===== config.mk =====
export PLATFORM = sky130hd
export DESIGN_NAME = multilevel_feedback_scheduler_unit
export DESIGN_NICKNAME = d
export VERILOG_FILES = /design/src/hdl/mfs_pkg.sv /design/src/hdl/mfs_qctl.sv /design/src/hdl/multilevel_feedback_scheduler_unit.sv
export VERILOG_INCLUDE_DIRS = /design/src /design/src/hdl
export SDC_FILE = /design/constraint.sdc
export NUM_CORES = 2
export LEC_CHECK = 0
export BUFFER_PORTS_ARGS = -buffer_cell sky130_fd_sc_hd__buf_4
export CORE_MARGIN = 1.5
export CORE_UTILIZATION = 40
export CTS_CLUSTER_SIZE = 40
export DETAILED_ROUTE_END_ITERATION = 10
export GPL_TIMING_DRIVEN = 0
export PLACE_DENSITY_LB_ADDON = 0.25
export SLEW_MARGIN = 0
export SYNTH_ARGS = -nofsm -noshare
export SYNTH_HDL_FRONTEND = slang
export SYNTH_SLANG_ARGS = --single-unit

===== constraint.sdc =====
create_clock -name i_clk -period 17.6 [get_ports i_clk]
set_clock_uncertainty 0.2 [all_clocks]
set_input_delay 2.64 -clock i_clk [delete_from_list [all_inputs] [get_ports i_clk]]
set_output_delay 2.64 -clock i_clk [all_outputs]
set_load 0.01 [all_outputs]

===== src/hdl/multilevel_feedback_scheduler_unit_assert.svh =====
// Assertion macros for the scheduler
`ifndef MULTILEVEL_FEEDBACK_SCHEDULER_UNIT_ASSERT_SVH
`define MULTILEVEL_FEEDBACK_SCHEDULER_UNIT_ASSERT_SVH
// implication checked every clock outside reset
`define MFS_ASSERT_IMP(lbl, clk, rst_n, a, c) \
    lbl: assert property (@(posedge clk) disable iff (!rst_n) (a) |-> (c)) \
        else $error("assertion failed");
// implication checked in the next clock
`define MFS_ASSERT_NXT(lbl, clk, rst_n, a, c) \
    lbl: assert property (@(posedge clk) disable iff (!rst_n) (a) |=> (c)) \
        else $error("assertion failed");
`endif


===== src/hdl/mfs_pkg.sv =====
// ----------------------------------------------------------------------------
// mfs_pkg
// Types and constants for the multilevel feedback scheduler.
// ----------------------------------------------------------------------------
package mfs_pkg;
    localparam int MAX_PROCS   = 16;
    localparam int NUM_LEVELS  = 3;
    localparam int NUM_CLASSES = 3;
    localparam int AGE_WIDTH   = 8;
    localparam int NQ          = NUM_CLASSES * NUM_LEVELS;
    localparam int PID_W       = $clog2(MAX_PROCS);
    localparam int CNT_W       = $clog2(MAX_PROCS + 1);
    localparam int Q_W         = $clog2(NQ);
    localparam int SLOT_W      = $clog2(NQ * MAX_PROCS);

    typedef enum logic [1:0] {
        FN_ADMIT = 2'd0, FN_REQUEUE = 2'd1, FN_PICK = 2'd2, FN_TICK = 2'd3
    } t_func;

    typedef enum logic [1:0] {
        ST_OK = 2'd0, ST_EMPTY = 2'd1, ST_FULL = 2'd2
    } t_status;

    localparam logic [2:0] CFG_Q0 = 3'd0;
    localparam logic [2:0] CFG_Q1 = 3'd1;
    localparam logic [2:0] CFG_Q2 = 3'd2;
    localparam logic [2:0] CFG_T1 = 3'd3;
    localparam logic [2:0] CFG_T2 = 3'd4;

    // queue pointer/count operation request from the sequencer
    typedef struct packed {
        logic           push;
        logic           pop;
        logic [Q_W-1:0] q;
    } t_qop;
endpackage


===== src/hdl/mfs_qctl.sv =====
// ----------------------------------------------------------------------------
// mfs_qctl
// Head, tail and count registers of all queues; one push or pop per cycle.
// ----------------------------------------------------------------------------
module mfs_qctl (
    input  logic                         i_clk,
    input  logic                         i_rst_n,
    input  mfs_pkg::t_qop                i_op,
    input  logic [mfs_pkg::Q_W-1:0]      i_sel,
    output logic [mfs_pkg::PID_W-1:0]    o_head,
    output logic [mfs_pkg::PID_W-1:0]    o_tail,
    output logic [mfs_pkg::CNT_W-1:0]    o_count,
    output logic [mfs_pkg::NQ-1:0]       o_nonempty
);
    import mfs_pkg::*;

    logic [PID_W-1:0] r_head  [NQ];
    logic [PID_W-1:0] r_tail  [NQ];
    logic [CNT_W-1:0] r_count [NQ];

    assign o_head  = r_head[i_sel];
    assign o_tail  = r_tail[i_sel];
    assign o_count = r_count[i_sel];

    always_comb begin
        for (int k = 0; k < NQ; k++) o_nonempty[k] = (r_count[k] != '0);
    end

    always_ff @(posedge i_clk) begin
        if (!i_rst_n) begin
            for (int k = 0; k < NQ; k++) begin
                r_head[k]  <= '0;
                r_tail[k]  <= '0;
                r_count[k] <= '0;
            end
        end else if (i_op.push) begin
            r_tail[i_op.q]  <= r_tail[i_op.q] + 1'b1;
            r_count[i_op.q] <= r_count[i_op.q] + 1'b1;
        end else if (i_op.pop) begin
            r_head[i_op.q]  <= r_head[i_op.q] + 1'b1;
            r_count[i_op.q] <= r_count[i_op.q] - 1'b1;
        end
    end
endmodule


===== src/hdl/multilevel_feedback_scheduler_unit.sv =====
// ----------------------------------------------------------------------------
// multilevel_feedback_scheduler_unit
// Admit and requeue go through S_PUSH and S_DONE, pick through S_PICK, S_PRD
// and S_DONE. An age tick runs S_TQ per level 1-2 queue and S_TRD, S_TDAT and,
// unless the entry moves up, S_TPUSH per entry there, one queue at a time, set
// by the single slot RAM port and the shared queue-pointer unit. busy is high
// while an item works; the next item can be accepted in the result cycle.
// Synchronous active-low reset clears queue pointers, state and valid, and sets the config registers to default.
// Result strobe lasts one cycle; the receiver cannot stall it.
// ----------------------------------------------------------------------------
module multilevel_feedback_scheduler_unit (
    input  logic       i_clk,
    input  logic       i_rst_n,
    input  logic       start,
    output logic       busy,
    input  logic [1:0] i_func,
    input  logic [3:0] i_pid,
    input  logic [1:0] i_proc_class,
    input  logic [1:0] i_req_level,
    input  logic       i_clear_age,
    input  logic       i_cfg_we,
    input  logic [2:0] i_cfg_idx,
    input  logic [7:0] i_cfg_data,
    output logic       o_valid,
    output logic [1:0] o_status,
    output logic [3:0] o_out_pid,
    output logic [1:0] o_out_level,
    output logic [7:0] o_out_quantum
);
    import mfs_pkg::*;
    `include "multilevel_feedback_scheduler_unit_assert.svh"

    typedef enum logic [3:0] {
        S_IDLE, S_PUSH, S_PICK, S_PRD, S_TQ, S_TRD, S_TDAT, S_TPUSH, S_DONE
    } t_state;

    logic [7:0] r_q0, r_q1, r_q2, r_t1, r_t2;
    always_ff @(posedge i_clk) begin
        if (!i_rst_n) begin
            r_q0 <= 8'd2; r_q1 <= 8'd4; r_q2 <= 8'd6; r_t1 <= 8'd3; r_t2 <= 8'd6;
        end else if (i_cfg_we) begin
            unique case (i_cfg_idx)
                CFG_Q0:  r_q0 <= i_cfg_data;
                CFG_Q1:  r_q1 <= i_cfg_data;
                CFG_Q2:  r_q2 <= i_cfg_data;
                CFG_T1:  r_t1 <= i_cfg_data;
                CFG_T2:  r_t2 <= i_cfg_data;
                default: ;
            endcase
        end
    end

    // process tables and slot memory
    logic [1:0]           m_class [MAX_PROCS];
    logic [1:0]           m_level [MAX_PROCS];
    logic [AGE_WIDTH-1:0] m_age   [MAX_PROCS];
    logic [PID_W-1:0]     m_slot  [NQ*MAX_PROCS];

    t_state               r_state;
    logic [1:0]           r_func;
    logic [PID_W-1:0]     r_pid;
    logic [1:0]           r_lvl;
    logic [Q_W-1:0]       r_q;      // target or current queue
    logic [1:0]           r_qc;     // tick class
    logic [1:0]           r_ql;     // tick level
    logic [CNT_W-1:0]     r_n;
    logic [PID_W-1:0]     r_rd;
    logic                 r_full;
    logic                 r_valid;
    logic [1:0]           r_status;
    logic [3:0]           r_opid;
    logic [1:0]           r_olvl;
    logic [7:0]           r_oq;

    t_qop                 qop;
    logic [Q_W-1:0]       qsel;
    logic [PID_W-1:0]     q_head, q_tail;
    logic [CNT_W-1:0]     q_count;
    logic [NQ-1:0]        q_ne;

    mfs_qctl u_qctl (
        .i_clk(i_clk), .i_rst_n(i_rst_n), .i_op(qop), .i_sel(qsel),
        .o_head(q_head), .o_tail(q_tail), .o_count(q_count), .o_nonempty(q_ne)
    );

    // first non-empty queue in class-then-level order
    logic           pk_found;
    logic [Q_W-1:0] pk_q;
    logic [1:0]     pk_l;
    always_comb begin
        pk_found = 1'b0;
        pk_q     = '0;
        pk_l     = '0;
        for (int k = NQ - 1; k >= 0; k--) begin
            if (q_ne[k]) begin
                pk_found = 1'b1;
                pk_q     = Q_W'(k);
                pk_l     = 2'(k % NUM_LEVELS);
            end
        end
    end

    // next level 1-2 queue of the age scan
    logic           scan_last;
    logic [1:0]     nxt_qc, nxt_ql;
    logic [Q_W-1:0] nxt_q;
    always_comb begin
        scan_last = (r_qc == 2'(NUM_CLASSES - 1)) && (r_ql == 2'(NUM_LEVELS - 1));
        if (r_ql == 2'(NUM_LEVELS - 1)) begin
            nxt_qc = r_qc + 1'b1;
            nxt_ql = 2'd1;
            nxt_q  = r_q + Q_W'(2);
        end else begin
            nxt_qc = r_qc;
            nxt_ql = r_ql + 1'b1;
            nxt_q  = r_q + 1'b1;
        end
    end

    // tick arithmetic on the entry just read
    logic [AGE_WIDTH-1:0] age_cur, age_inc;
    logic [7:0]           thr;
    logic                 promote;
    logic [Q_W-1:0]       q_up;
    assign age_cur = m_age[r_rd];
    assign age_inc = (age_cur == '1) ? age_cur : age_cur + 1'b1;
    assign thr     = (r_ql == 2'd1) ? r_t1 : r_t2;
    assign promote = (16'(age_inc) >= 16'(thr));
    assign q_up    = r_q - 1'b1;
    logic up_full;
    logic [CNT_W-1:0] up_count;
    assign up_count = q_count;  // qsel points at q_up in S_TDAT

    always_comb begin
        qop  = '0;
        qsel = r_q;
        unique case (r_state)
            S_PUSH:  qop = '{push: (q_count != CNT_W'(MAX_PROCS)), pop: 1'b0, q: r_q};
            S_PICK:  begin qsel = pk_q; qop = '{push: 1'b0, pop: pk_found, q: pk_q}; end
            S_TRD:   qop = '{push: 1'b0, pop: 1'b1, q: r_q};
            S_TDAT:  begin
                qsel = q_up;
                qop  = '{push: promote && (q_count != CNT_W'(MAX_PROCS)),
                         pop: 1'b0, q: q_up};
            end
            S_TPUSH: qop = '{push: 1'b1, pop: 1'b0, q: r_q};
            default: ;
        endcase
    end
    assign up_full = (up_count == CNT_W'(MAX_PROCS));

    function automatic logic [7:0] quant(input logic [1:0] l, input logic [7:0] a,
                                         input logic [7:0] b, input logic [7:0] c);
        quant = (l == 2'd0) ? a : ((l == 2'd1) ? b : c);
    endfunction

    always_ff @(posedge i_clk) begin
        case (r_state)
            S_PUSH:  if (q_count != CNT_W'(MAX_PROCS))
                         m_slot[{r_q, q_tail}] <= r_pid;
            S_TDAT:  if (promote && !up_full) m_slot[{q_up, q_tail}] <= r_rd;
            S_TPUSH: m_slot[{r_q, q_tail}] <= r_rd;
            default: ;
        endcase
        // head is read before the pop takes effect
        if (r_state == S_TRD) r_rd <= m_slot[{r_q, q_head}];
        else if (r_state == S_PICK) r_rd <= m_slot[{pk_q, q_head}];
        if (start && !busy) begin
            if (t_func'(i_func) == FN_ADMIT) begin
                m_class[i_pid] <= (i_proc_class == 2'd3) ? 2'd2 : i_proc_class;
                m_level[i_pid] <= 2'd0;
                m_age[i_pid]   <= '0;
            end else if (t_func'(i_func) == FN_REQUEUE) begin
                m_level[i_pid] <= (i_req_level > 2'(NUM_LEVELS - 1)) ?
                                  2'(NUM_LEVELS - 1) : i_req_level;
                if (i_clear_age) m_age[i_pid] <= '0;
            end
        end
        if (r_state == S_TDAT) begin
            if (promote && !up_full) begin
                m_level[r_rd] <= r_ql - 1'b1;
                m_age[r_rd]   <= '0;
            end else begin
                m_age[r_rd] <= age_inc;
            end
        end
    end

    always_ff @(posedge i_clk) begin
        if (!i_rst_n) begin
            r_state <= S_IDLE;
            r_valid <= 1'b0;
        end else begin
            r_valid <= 1'b0;
            unique case (r_state)
                S_IDLE: if (start) begin
                    r_func <= i_func;
                    r_pid  <= i_pid;
                    r_full <= 1'b0;
                    r_lvl  <= (i_req_level > 2'(NUM_LEVELS - 1)) ?
                              2'(NUM_LEVELS - 1) : i_req_level;
                    unique case (t_func'(i_func))
                        FN_ADMIT: begin
                            r_q <= Q_W'(((i_proc_class == 2'd3) ? 2'd2 : i_proc_class)
                                        * NUM_LEVELS);
                            r_state <= S_PUSH;
                        end
                        FN_REQUEUE: begin
                            r_q <= Q_W'(m_class[i_pid] * NUM_LEVELS +
                                   ((i_req_level > 2'(NUM_LEVELS - 1)) ?
                                    2'(NUM_LEVELS - 1) : i_req_level));
                            r_state <= S_PUSH;
                        end
                        FN_PICK:  r_state <= S_PICK;
                        FN_TICK: begin
                            r_qc <= 2'd0; r_ql <= 2'd1;
                            r_q <= Q_W'(1); r_state <= S_TQ;
                        end
                    endcase
                end
                S_PUSH: begin
                    r_full  <= (q_count == CNT_W'(MAX_PROCS));
                    r_state <= S_DONE;
                end
                S_PICK: begin
                    r_q <= pk_q;
                    r_lvl <= pk_l;
                    r_full <= !pk_found;
                    r_state <= S_PRD;
                end
                S_PRD: r_state <= S_DONE;
                S_TQ: begin
                    if (q_count != '0) begin
                        r_n     <= q_count;
                        r_state <= S_TRD;
                    end else begin
                        r_qc    <= nxt_qc;
                        r_ql    <= nxt_ql;
                        r_q     <= nxt_q;
                        r_state <= scan_last ? S_DONE : S_TQ;
                    end
                end
                S_TRD: r_state <= S_TDAT;
                S_TDAT: begin
                    if (promote && up_full) r_full <= 1'b1;
                    if (promote && !up_full) begin
                        r_n <= r_n - 1'b1;
                        // last entry of this queue: move on to the next one
                        if (r_n == CNT_W'(1)) begin
                            r_qc    <= nxt_qc;
                            r_ql    <= nxt_ql;
                            r_q     <= nxt_q;
                            r_state <= scan_last ? S_DONE : S_TQ;
                        end else begin
                            r_state <= S_TRD;
                        end
                    end else begin
                        r_state <= S_TPUSH;
                    end
                end
                S_TPUSH: begin
                    r_n <= r_n - 1'b1;
                    if (r_n == CNT_W'(1)) begin
                        r_qc    <= nxt_qc;
                        r_ql    <= nxt_ql;
                        r_q     <= nxt_q;
                        r_state <= scan_last ? S_DONE : S_TQ;
                    end else begin
                        r_state <= S_TRD;
                    end
                end
                S_DONE: begin
                    r_valid <= 1'b1;
                    r_status <= (r_func == FN_PICK) ? (r_full ? ST_EMPTY : ST_OK)
                                                    : (r_full ? ST_FULL : ST_OK);
                    r_opid <= (r_func == FN_PICK && !r_full) ? 4'(r_rd) : 4'd0;
                    r_olvl <= (r_func == FN_PICK && !r_full) ? r_lvl : 2'd0;
                    r_oq   <= (r_func == FN_PICK && !r_full) ?
                              quant(r_lvl, r_q0, r_q1, r_q2) : 8'd0;
                    r_state <= S_IDLE;
                end
                default: r_state <= S_IDLE;
            endcase
        end
    end

    assign busy          = (r_state != S_IDLE);
    assign o_valid       = r_valid;
    assign o_status      = r_status;
    assign o_out_pid     = r_opid;
    assign o_out_level   = r_olvl;
    assign o_out_quantum = r_oq;

    `MFS_ASSERT_NXT(a_start_busy, i_clk, i_rst_n, start && !busy, busy)
    `MFS_ASSERT_IMP(a_valid_idle, i_clk, i_rst_n, o_valid, !busy)
    `MFS_ASSERT_IMP(a_empty_zero, i_clk, i_rst_n, o_valid && o_status == ST_EMPTY,
                    o_out_quantum == 8'd0)
endmodule


==> results <==
- In this run the power spent charging and discharging nets is 2.96 mW.
- The tool flagged a number of max-cap violations equal to 2.
- The reg2reg setup slack is 7.83 ns.
- The register bit total from synthesis is between 1k and 1.5k.
- Along the worst hold path, the cell count comes to 2.
- The final hold slack is 0.262 ns.
- At the worst endpoint, the required time is approximately 18 ns.
- The setup path with the least slack is of type reg -> reg.
- The H-tree was split into 3 levels.
- After global routing the overflow that remains totals 0.
- The maximum VDD drop is 0.000106 V.
- Once detail routing completed, the nets flagged for antenna violations numbered 0.
- The net count reported at finish is 4164.
- The starting density of the core is slightly above 40%.
- The synthesis-to-layout area growth is 13.2%.
- The highest achievable clock rate is 0.102 GHz.
- Setup violations remaining at the end of the flow were counted as 0.
- After clock tree synthesis, the clock-pin slew on the worst setup and hold paths is about 0.060 ns.
- The relative max-transition margin is -12.9%.
- Synthesis instantiated 110 different standard cells from the library.
- Internal power comes to 4.81 mW.
- The number of enable flip-flop cells after synthesis is 986.
- The y dimension of the die is 350 um.
- At the later pin of the worst-skew pair, clock insertion delay measures between 0.7 and 0.8 ns.
- After synthesis, the most frequently instantiated cells are edfxtp_1 (986), nand2_1 (609), nor2_1 (379).
- In this run switching power makes up 38.1% of total power.
- The worst setup path is launched from a flop.
- For this run, the number of Yosys warnings is 0.
- The starting DRC count in detailed routing is 5662.
- In the synthesized netlist the async set-or-reset flop fraction comes to 0%.
- The average detailed-routed wire length per instance is 30.3 um.
- For the pin with the worst max-slew slack, the measured transition is approximately 1.7 ns.
- In this run the worst path has a maximum fanout of 10.
- The type of element capturing the critical path is a flop.
- The worst register-to-register path has a depth of 26.
- The number of gates resized after CTS is 0.
- The biggest area consumer among synthesized cells is edfxtp_1.
- The flow ran to the end, but the final reports show violations.
- The worst path meets setup with 7.83 ns of slack.
- The data arrival at the endpoint of the critical path is 9.92 ns.
- The post-placement worst setup slack is about 8 ns.
- The first global-routing pass estimated 247 mm of wire.
- The congestion estimate from routability-driven global placement came to 1.01.
- The clock sink total is just over 1k.
- The post-synth net total is 4000.
- The mean number of vias per cell is 6.24.
- The final critical delay including setup and external delays is 9.77 ns.
- For hold timing, the worst endpoint is r_q2[7].
- The number of setup buffers added after CTS is 0.
- The floorplan step defined a die boundary enclosing 122000 um^2.
- After layout, the design draws a total of 7.77 mW.
- The floorplan has 127 rows.
- The number of global-route vias before repair is 33.6k.
- The clock root buffer is clkbuf_16.
- The share of the synthesized area in the top cell type is 61.5%.
- In the finished design, the share of the clock period the worst path needs comes to 55.5%.
- Averaged over all synthesized cells, the footprint is 12.2 um^2.
- Entering global routing, the biggest net connects 145 pins.
- The final count of pins violating max slew was 10.
- The gate count of the mapped netlist is 3945.
- The cell area that synthesis handed to floorplanning was 48100 um^2.
- TritonCTS built the clock tree.
- The part of the power in combinational logic is between 30 and 40%.
- The count of buffers added on input and output ports is 43.
- The total length of routed wires is 177 mm.
- The relative contribution of the clock network to total power is 30.8%.
- The share of synthesized area occupied by flip-flops and latches is 63.5%.
- In this run the most critical hold path is launched from r_q2[7].
- In the final layout, the share of cells above drive strength 1 is 11.4%.
- The vias after detailed routing is ~36k.
- For this run, the detailed router's first-pass iteration total came to 8.
- In the post-synthesis netlist, the biggest area contributors are edfxtp_1 (62%), nand2_1 (4.7%), nor2_1 (3.0%).
- The longest clock path from root to sink contains 3 buffers.
- The number of antenna violations at the first check in global routing is 1.
- The endpoint identified for the worst register-to-register timing path is m_slot[71][0].
- The die outline width is roughly 350 um.
- The number of clock buffers added by TritonCTS is 108.
- Per report_power, the sequential group accounts for 36.1% of the total.
- Setup repair after global routing left no endpoint under its margin.
- Yosys instantiated no cell more often than edfxtp_1.
- After detailed routing, the number of remaining DRC violations is 0.
- For this run, the leading register cell type out of synthesis is edfxtp_1.
- On the worst path, the slowest cell contributes a delay of 1.12 ns.
- The min-delay analysis places its worst path in the category reg -> reg.
- The setup TNS is 0 ns.
- The quantity of hold-fixing buffers added after cts is 0.
- The number of primary I/O pins is 44.
- The core region is 120000 um^2.
- The power density relative to cell area is between 100 and 150 nW/um^2.
- The wire-length estimate of the detail-placed layout is ~120 mm.
- The count of final hold-check violations was 0.
- The all-layer global routing usage is 28.3%.
- The slowest stage of the critical path belongs to the cell nor3_1.
- In this run the static leakage power is 18.4 nW.
- The checks that failed: capacitance limit, slew limit.
==> cells by family after synthesis <==
kind of cell    count (synthesis)  synth area share (%)
mux                           219                  6.06
flops                        1035                  63.5
compound gates                758                  11.4
buf+inv                       327                  3.17
simple gates                 1557                  14.7
xor+xnor                       20                 0.364
fa+ha+maj                      29                 0.801
==> worst max-delay path: cells and delay by family, from the launching register on <==
kind	cells	cell delay, ns
fa+ha+maj	2	0.52
mux	3	1.55
buf+inv	5	2.34
compound gates	8	1.40
flops	1	0.31
simple gates	8	3.07
==> layout by cell type, fill, tap and decap left out, types with 24 or more instances in the layout <==
master	n
a211oi_1	117
a21boi_0	37
a21oi_1	142
a311oi_1	66
a31oi_1	36
and3_1	92
buf_2	61
buf_4	68
clkbuf_1	168
clkbuf_16	111
clkinv_1	32
dfxtp_1	49
edfxtp_1	986
ha_1	26
inv_1	48
mux2_2	30
mux2i_1	130
mux4_2	54
nand2_1	609
nand3_1	179
nand4_1	24
nor2_1	379
nor3_1	129
o211ai_1	46
o21ai_0	81
o22ai_1	29
==> how the worst max path moves through the flow <==
stage	end	cells after the start	slack [ns]	start
6_report	m_slot[71][0]	26	7.83	flop
5_1_grt	m_slot[71][0]	26	7.43	flop
4_1_cts	m_slot[71][0]	26	7.99	flop
3_5_place_dp	m_slot[71][2]	26	7.99	flop
3_3_place_gp	m_slot[139][3]	22	-3.55	flop
2_1_floorplan	m_slot[0][2]	22	5.22	flop
==> sequential cells by signal (all words and copies together), names as in the netlist, 32 cells and up, named ones only <==
name,flops
m_age,128
u_qctl.r_tail,64
u_qctl.r_count,80
u_qctl.r_head,64
m_class,32
m_slot,576
==> power by group through the flow <==
stage	sequential, mW	clock, mW	combinational, mW
detailed placement	2.85	0	2.44
global route	2.80	2.49	2.61
CTS	2.80	2.39	2.44
floorplan	2.85	0	1.35
global placement	2.87	0	2.42
finish	2.80	2.39	2.58
==> through the flow <==
stage	cells	area, um^2	util, %
2_1_floorplan	3945	48100	-
3_3_place_gp	5600	50500	42.2
3_5_place_dp	5610	50800	42.4
4_1_cts	5814	54500	45.5
5_1_grt	5815	54500	45.5
6_report	5816	54500	45.5
==> layer usage <==
layer / vias up / wire length [um] / GRT usage (%)
li1: 15342 / - / -
met1: 17820 / 67700 / 37.9
met2: 2623 / 77000 / 42.7
met3: 489 / 23000 / 8.33
met4: 0 / 8740 / 12.3
met5: - / 0 / 0
==> area by class of cell <==
cell class                      count  area (um^2)
Fill cell                       10786        65200
Sequential cell                  1035        30600
Multi-Input combinational cell   2583        16100
Clock buffer                      127         2850
Tap cell                         1612         2020
Buffer                            277         1340
Clock inverter                     77          848
Timing Repair Buffer               54          557
Inverter                           50          188
Antenna cell                        1         2.50
Power figures use the tool's default switching activity.
